**config.mk**
```make
export PLATFORM = sky130hd
export DESIGN_NAME = qrs_disc
export DESIGN_NICKNAME = d
export VERILOG_FILES = /design/src/sv/qrs_pkg.sv /design/src/sv/qrs_disc.sv
export SDC_FILE = /design/constraint.sdc
export NUM_CORES = 2
export LEC_CHECK = 0
export ABC_AREA = 1
export BUFFER_PORTS_ARGS = -buffer_cell sky130_fd_sc_hd__buf_2
export CAP_MARGIN = 25
export CORE_MARGIN = 2
export CORE_UTILIZATION = 59
export CTS_BUF_LIST = sky130_fd_sc_hd__clkbuf_2
export DETAILED_ROUTE_END_ITERATION = 10
export GPL_ROUTABILITY_DRIVEN = 1
export PLACE_DENSITY = 0.78
export SKIP_LAST_GASP = 1
export SLEW_MARGIN = 20
export SYNTH_ARGS = -nofsm -noshare
export SYNTH_HDL_FRONTEND = slang
export SYNTH_SLANG_ARGS = --single-unit
```
**constraint.sdc**
```tcl
create_clock -name clock -period 7.3 [get_ports clock]
set_input_delay 1.46 -clock clock [delete_from_list [all_inputs] [get_ports clock]]
set_output_delay 1.46 -clock clock [all_outputs]
set_load 0.02 [all_outputs]
```
**src/sv/qrs_pkg.sv**
```systemverilog
// ----------------------------------------------------------------------------
// qrs_pkg
// widths, codes and types shared by the quadratic root solver
// ----------------------------------------------------------------------------
`default_nettype none
package qrs_pkg;
   localparam int FRAC_BITS = 16;
   localparam int COEF_W    = 16;
   localparam int ROOT_W    = 34;
   localparam int DISC_W    = 2 * COEF_W + 2;
   localparam int RAD_W     = DISC_W - 1 + 2 * FRAC_BITS;
   localparam int RT_W      = (RAD_W + 1) / 2;
   localparam int RAD2_W    = 2 * RT_W;
   localparam int REM_W     = RT_W + 3;
   localparam int SUM_W     = RT_W + 3;
   localparam int NUM_W     = SUM_W - 1;
   localparam int DVS_W     = COEF_W + 1;
   localparam int VAL_W     = (NUM_W + 1 > ROOT_W) ? NUM_W + 1 : ROOT_W;

   typedef enum logic [1:0] {
      ST_NONE = 2'd0,
      ST_ONE  = 2'd1,
      ST_TWO  = 2'd2,
      ST_NOTQ = 2'd3
   } status_type;

   typedef struct packed {
      status_type         status;
      logic               qneg;
      logic signed [COEF_W:0] p;
      logic [DVS_W-1:0]   dvs;
   } side_type;
endpackage
`default_nettype wire

```
**src/sv/qrs_disc.sv**
```systemverilog
// ----------------------------------------------------------------------------
// qrs_disc
// two stages: products, then discriminant, status and divisor setup
// ----------------------------------------------------------------------------
`default_nettype none
module qrs_disc (
   input  wire logic                             clock,
   input  wire logic                             reset,
   input  wire logic                             en,
   input  wire logic                             in_valid,
   input  wire logic signed [qrs_pkg::COEF_W-1:0] in_a,
   input  wire logic signed [qrs_pkg::COEF_W-1:0] in_b,
   input  wire logic signed [qrs_pkg::COEF_W-1:0] in_c,
   output logic                                  out_valid,
   output qrs_pkg::side_type                     out_side,
   output logic [qrs_pkg::DISC_W-2:0]            out_disc
);
   import qrs_pkg::*;

   logic                       v1_ff;
   logic signed [COEF_W-1:0]   a_ff, b_ff;
   logic signed [2*COEF_W-1:0] bb_ff, ac_ff;
   logic signed [2*COEF_W-1:0] bb_in, ac_in;
   logic signed [DISC_W-1:0]   disc;
   logic signed [COEF_W:0]     a2, bx;
   side_type                   side_in, side_ff;
   logic [DISC_W-2:0]          disc_in, disc_ff;
   logic                       v2_ff;

   assign bb_in = in_b * in_b;
   assign ac_in = in_a * in_c;

   always_ff @(posedge clock) begin
      if (reset) begin
         v1_ff <= 1'b0;
         v2_ff <= 1'b0;
      end else if (en) begin
         v1_ff <= in_valid;
         v2_ff <= v1_ff;
      end
      if (en) begin
         a_ff    <= in_a;
         b_ff    <= in_b;
         bb_ff   <= bb_in;
         ac_ff   <= ac_in;
         side_ff <= side_in;
         disc_ff <= disc_in;
      end
   end

   always_comb begin
      disc = {{2{bb_ff[2*COEF_W-1]}}, bb_ff} - {ac_ff, 2'b00};
      a2   = {a_ff, 1'b0};
      bx   = {b_ff[COEF_W-1], b_ff};
      side_in.qneg = a_ff[COEF_W-1];
      side_in.p    = a_ff[COEF_W-1] ? bx : -bx;
      side_in.dvs  = a_ff[COEF_W-1] ? DVS_W'(-a2) : DVS_W'(a2);
      if (a_ff == '0)
         side_in.status = ST_NOTQ;
      else if (disc[DISC_W-1])
         side_in.status = ST_NONE;
      else if (disc == '0)
         side_in.status = ST_ONE;
      else
         side_in.status = ST_TWO;
      disc_in = disc[DISC_W-1] ? '0 : disc[DISC_W-2:0];
   end

   assign out_valid = v2_ff;
   assign out_side  = side_ff;
   assign out_disc  = disc_ff;
endmodule
`default_nettype wire

```
**After elaboration in Yosys (flattened, before gate mapping)**

Cells that the tools add are included.

- Reductions and logical operators: 2
- Multiplexer cells: 4
- $mul: 2
- Add/sub/neg operators: 3

Operators by type and width:

| cell | count |
|---|---|
| 16-bit by 16-bit multiplier with 32-bit output | 2 |
| 34-bit logical NOT | 1 |
| 34-bit subtractor | 1 |
| 17-bit two-way mux | 1 |
| 16-bit negator with 17-bit output | 1 |
| 17-bit negator | 1 |
| 16-bit logical NOT | 1 |
| 16-bit two-way mux | 1 |
| 2-bit two-way mux | 2 |

- Logic and storage cells: 23
- Output and inout bits: 71
- Bits in registers: 168
- Input bits: 52

**Logic depth before layout (Yosys ltp)**

- Depth in word-level cells: 4
- Gate-level depth with buffers: 29
- Mapped depth without buffers: 28

**Least setup slack after synthesis**

OpenSTA, ideal clock, no wires.

- Kind: input to register
- Start: in in_c[5] (netlist bit)
- End: reg ac_ff[28] (data pin)
- Cell stages on the path: 21
- Data required time: 7.038 ns
- Setup time: 0.262 ns
- Buffers on the path: 2
- Setup slack: 0.212 ns
- Arrival time: 6.826 ns
- Cells stage by stage: clkbuf_1 > clkbuf_1 > nand2_1 > fa_1 > inv_1 > fa_1 > fa_1 > fa_1 > fa_1 > inv_1 > fa_1 > inv_1 > ha_1 > nand2_1 > nor4_1 > nand2_1 > o211ai_2 > nand3_1 > nand2_1 > a21oi_1 > xor2_1

- Longest elaborated chain between the ends: 1

RTL lines:

| item | line | text |
|---|---|---|
| from (decl) | qrs_disc.sv:13 | `input wire logic signed [qrs_pkg::COEF_W-1:0] in_c,` |
| 16-bit by 16-bit multiplier with 32-bit output | qrs_disc.sv:31 | `assign ac_in = in_a * in_c;` |
| net ac_in[28] | qrs_disc.sv:23 | `logic signed [2*COEF_W-1:0] bb_in, ac_in;` |
| to (signal assigned) | qrs_disc.sv:45 | `ac_ff <= ac_in;` |
| to (decl) | qrs_disc.sv:22 | `logic signed [2*COEF_W-1:0] bb_ff, ac_ff;` |

The timed path passes the listed nets, and every way through them passes these cells.
A chain may end at the register's enable or synchronous reset.

**Worst setup path after layout**

- Start: in in_b[15] (netlist bit)
- End: reg bb_ff[29] (data pin)

- Longest elaborated chain between the ends: 1

RTL lines:

| item | line | text |
|---|---|---|
| from (decl) | qrs_disc.sv:12 | `input wire logic signed [qrs_pkg::COEF_W-1:0] in_b,` |
| 16-bit by 16-bit multiplier with 32-bit output | qrs_disc.sv:30 | `assign bb_in = in_b * in_b;` |
| net bb_in[29] | qrs_disc.sv:23 |  |
| to (signal assigned) | qrs_disc.sv:44 | `bb_ff <= bb_in;` |
| to (decl) | qrs_disc.sv:22 |  |

The timed path passes the listed nets, and every way through them passes these cells.

==> summary.md <==
| Metric | Value |
|---|---|
| Antenna-violating nets left | `0` |
| Top FF cell, synth | `edfxtp_1` |
| Layout Nets | `4059` |
| Fmax | `157 MHz` |
| FF+latch count, synth | `164` |
| Period utilization | `87.2%` |
| Total GRT Usage | `26.3%` |
| Final Util | `62.9%` |
| Post-Syn Area | `27600 sq um` |
| Pre-antenna DRT Iters | `6` |
| Clock Root Buffer | `clkbuf_2` |
| Slew @ Worst Pin | `995 ps` |
| Crit-path max cell delay | `800 ps` |
| Initial Util | `59.4%` |
| Placed wire-length estimate | `50.6 mm` |
| WP data required | `7910 ps` |
| DR vias | `20200` |
| GP Congestion | `0.951` |
| Setup bufs post-CTS | `0` |
| Worst path slowest cell | `fa_1` |
| Area fraction of the dominant cell type after synthesis | `36.1%` |
| DIE AREA | `48400 sq um` |
| DP Worst Slack | `82.4 ps` |
| Outcome | `completed` |
| CTS clk-pin slew, worst paths | `280 ps` |
| Max cap viols | `0` |
| Die height | `220 um` |
| Asr flop ratio synth | `0%` |
| Clock sink count | `164` |
| WL/cell | `15.2 um` |
| Crit path from | `in_b[15]` |
| Hold WC Path Type | `reg2reg` |
| Rows | `79` |
| Placed Area | `28900 sq um` |
| Count of cell types in the netlist | `50` |
| Max_slew headroom | `33.7%` |
| Ranking of synthesized cells by area | `fa_1, edfxtp_1, inv_1, ha_1, nand2_1` |
| Routed wire length | `59.6 mm` |
| Clock period minus worst slack | `6370 ps` |
| Critical path endpoint | `bb_ff[29]` |
| Die Width | `220 um` |
| Overflow after GRT | `0` |
| Setup TNS Final | `0 ps` |
| Clk_lat worst skew | `850 ps` |
| Synthesis Warnings | `0` |
| CTS Buf Count | `17` |
| EDFF count, synth | `162` |
| DRC | `0` |
| Fillers | `3864` |
| Count leader, synth | `inv_1` |
| Hold path depth | `2` |
| Clock skew | `51.0 ps` |
| Post-synth top cells | `inv_1, nand2_1, fa_1, ha_1, nor2_1` |
| CP Class | `in2reg` |
| Largest net degree at the start of global routing | `103` |
| H-tree depth | `4` |
| Resized cells post-CTS | `0` |
| Layout area overhead | `5.83%` |
| First-pass GRT wire length | `100 mm` |
| Hold Vio Cnt, Final | `0` |
| Critical path fanouts, max | `12` |
| Setup crit start kind | `input port` |
| Reg-to-reg slack, setup | `4460 ps` |
| Cells after synthesis | `3222` |
| Mapped Avg Cell Area | `8.55 sq um` |
| Reg2reg path depth | `12` |
| Critical path's most frequent cell | `fa_1` |
| CTS tree | `done` |
| Crit path capture type | `flop` |
| Vias in the first global route | `20900` |
| Crit-path cells | `buf_2, nand2_1, fa_1, inv_1, fa_1, fa_1, fa_1, fa_1, inv_1, fa_1, inv_1, ha_1, nand2_1, nor2_1, inv_1, nor3_1, nand3_1, nand3_1, nand2_1, nand2_1, a31oi_1, xor2_1` |
| Initial DRC count | `1607` |
| Register area share after synthesis | `17.8%` |
| # setup viols final | `0` |
| Initial antenna violation count | `1` |
| Top Ports | `123` |
| Vias per cell | `5.15` |
| Core area | `46400 sq um` |
| Bufs on Longest Clock Path | `2` |
| Max Slew Vio Count | `0` |
| Port Buffers | `120` |
| CTS Hold Buffers Added | `0` |
| Final WS setup | `932 ps` |
| Design area | `29200 sq um` |
| Leading area contributor after synthesis | `fa_1` |
| FF-to-FF End | `out_side[36]` |
| CP Data Arrival Time | `6980 ps` |
| R2R Path Start | `bb_ff[24]` |
| Layout cell share with drive strength beyond 1 | `7.14%` |
| RSZ-0062 raised after global routing | `false` |
[worst max-delay path: cells and delay by family]
kind / cells / cell delay [ps]
xor+xnor: 1 / 150
compound gates: 1 / 100
buf+inv: 5 / 530
simple gates: 8 / 1010
fa+ha+maj: 7 / 3710
[worst min path at each step]
stage	from	slack, ps	to
finish	out_valid	480	out_valid
global route	v1_ff	500	out_valid
CTS	v1_ff	470	out_valid
detailed placement	out_valid	450	out_valid
global placement	v1_ff	440	out_valid
floorplan	v1_ff	430	out_valid
[stage by stage]
step / cells / hold slack (ps)
after floorplan: 3223 / 430
final: 3927 / 475
after CTS: 3926 / 475
after global routing: 3927 / 505
after global placement: 3894 / 443
after detailed placement: 3894 / 446
[kinds of logic after synthesis]
logic type      share of synthesized area (%)
flops                                    17.8
other cells                            0.0136
buf+inv                                  14.4
simple gates                             14.3
fa+ha+maj                                45.4
xor+xnor                                 3.59
compound gates                           4.52
[layout by cell type, fill, tap and decap left out, types with 24 or more instances in the layout]
cell type  count
edfxtp_1     162
buf_4         43
nor3_1        24
buf_2        119
xnor2_1       43
o21ai_0       43
a21oi_1      111
xor2_1        70
nand3_1       67
fa_1         497
nand2_1      662
nor2_1       168
inv_1        951
ha_1         204
[routing by layer]
layer	up-vias	wire length (um)	part of all wire (%)	track usage [%]
met5	-	0	0	0
met4	0	1530	2.6	8.03
met3	94	3870	6.5	2.84
met2	657	29000	49	44.1
met1	9880	25300	42	36.2
li1	9606	-	-	-
[final cells by class]
cell class	count	area [sq um]	share of cell area (%)
Inverter	955	3580	12.3
Clock inverter	15	216	0.742
Antenna cell	1	2.50	0.00858
Multi-Input combinational cell	2005	18700	64.1
Tap cell	607	759	2.60
Clock buffer	17	85.1	0.292
Sequential cell	164	4900	16.8
Timing Repair Buffer	163	930	3.19
[registers in the layout, summed over array words and instances (netlist names)]
register and flops:
out_side 36, ac_ff 32, out_disc 32, bb_ff 30, a_ff 16, b_ff 16
out_valid 1, v1_ff 1
Power is not shown: default switching activity piles up to over one toggle a cycle in this logic, so the estimate is an artifact.
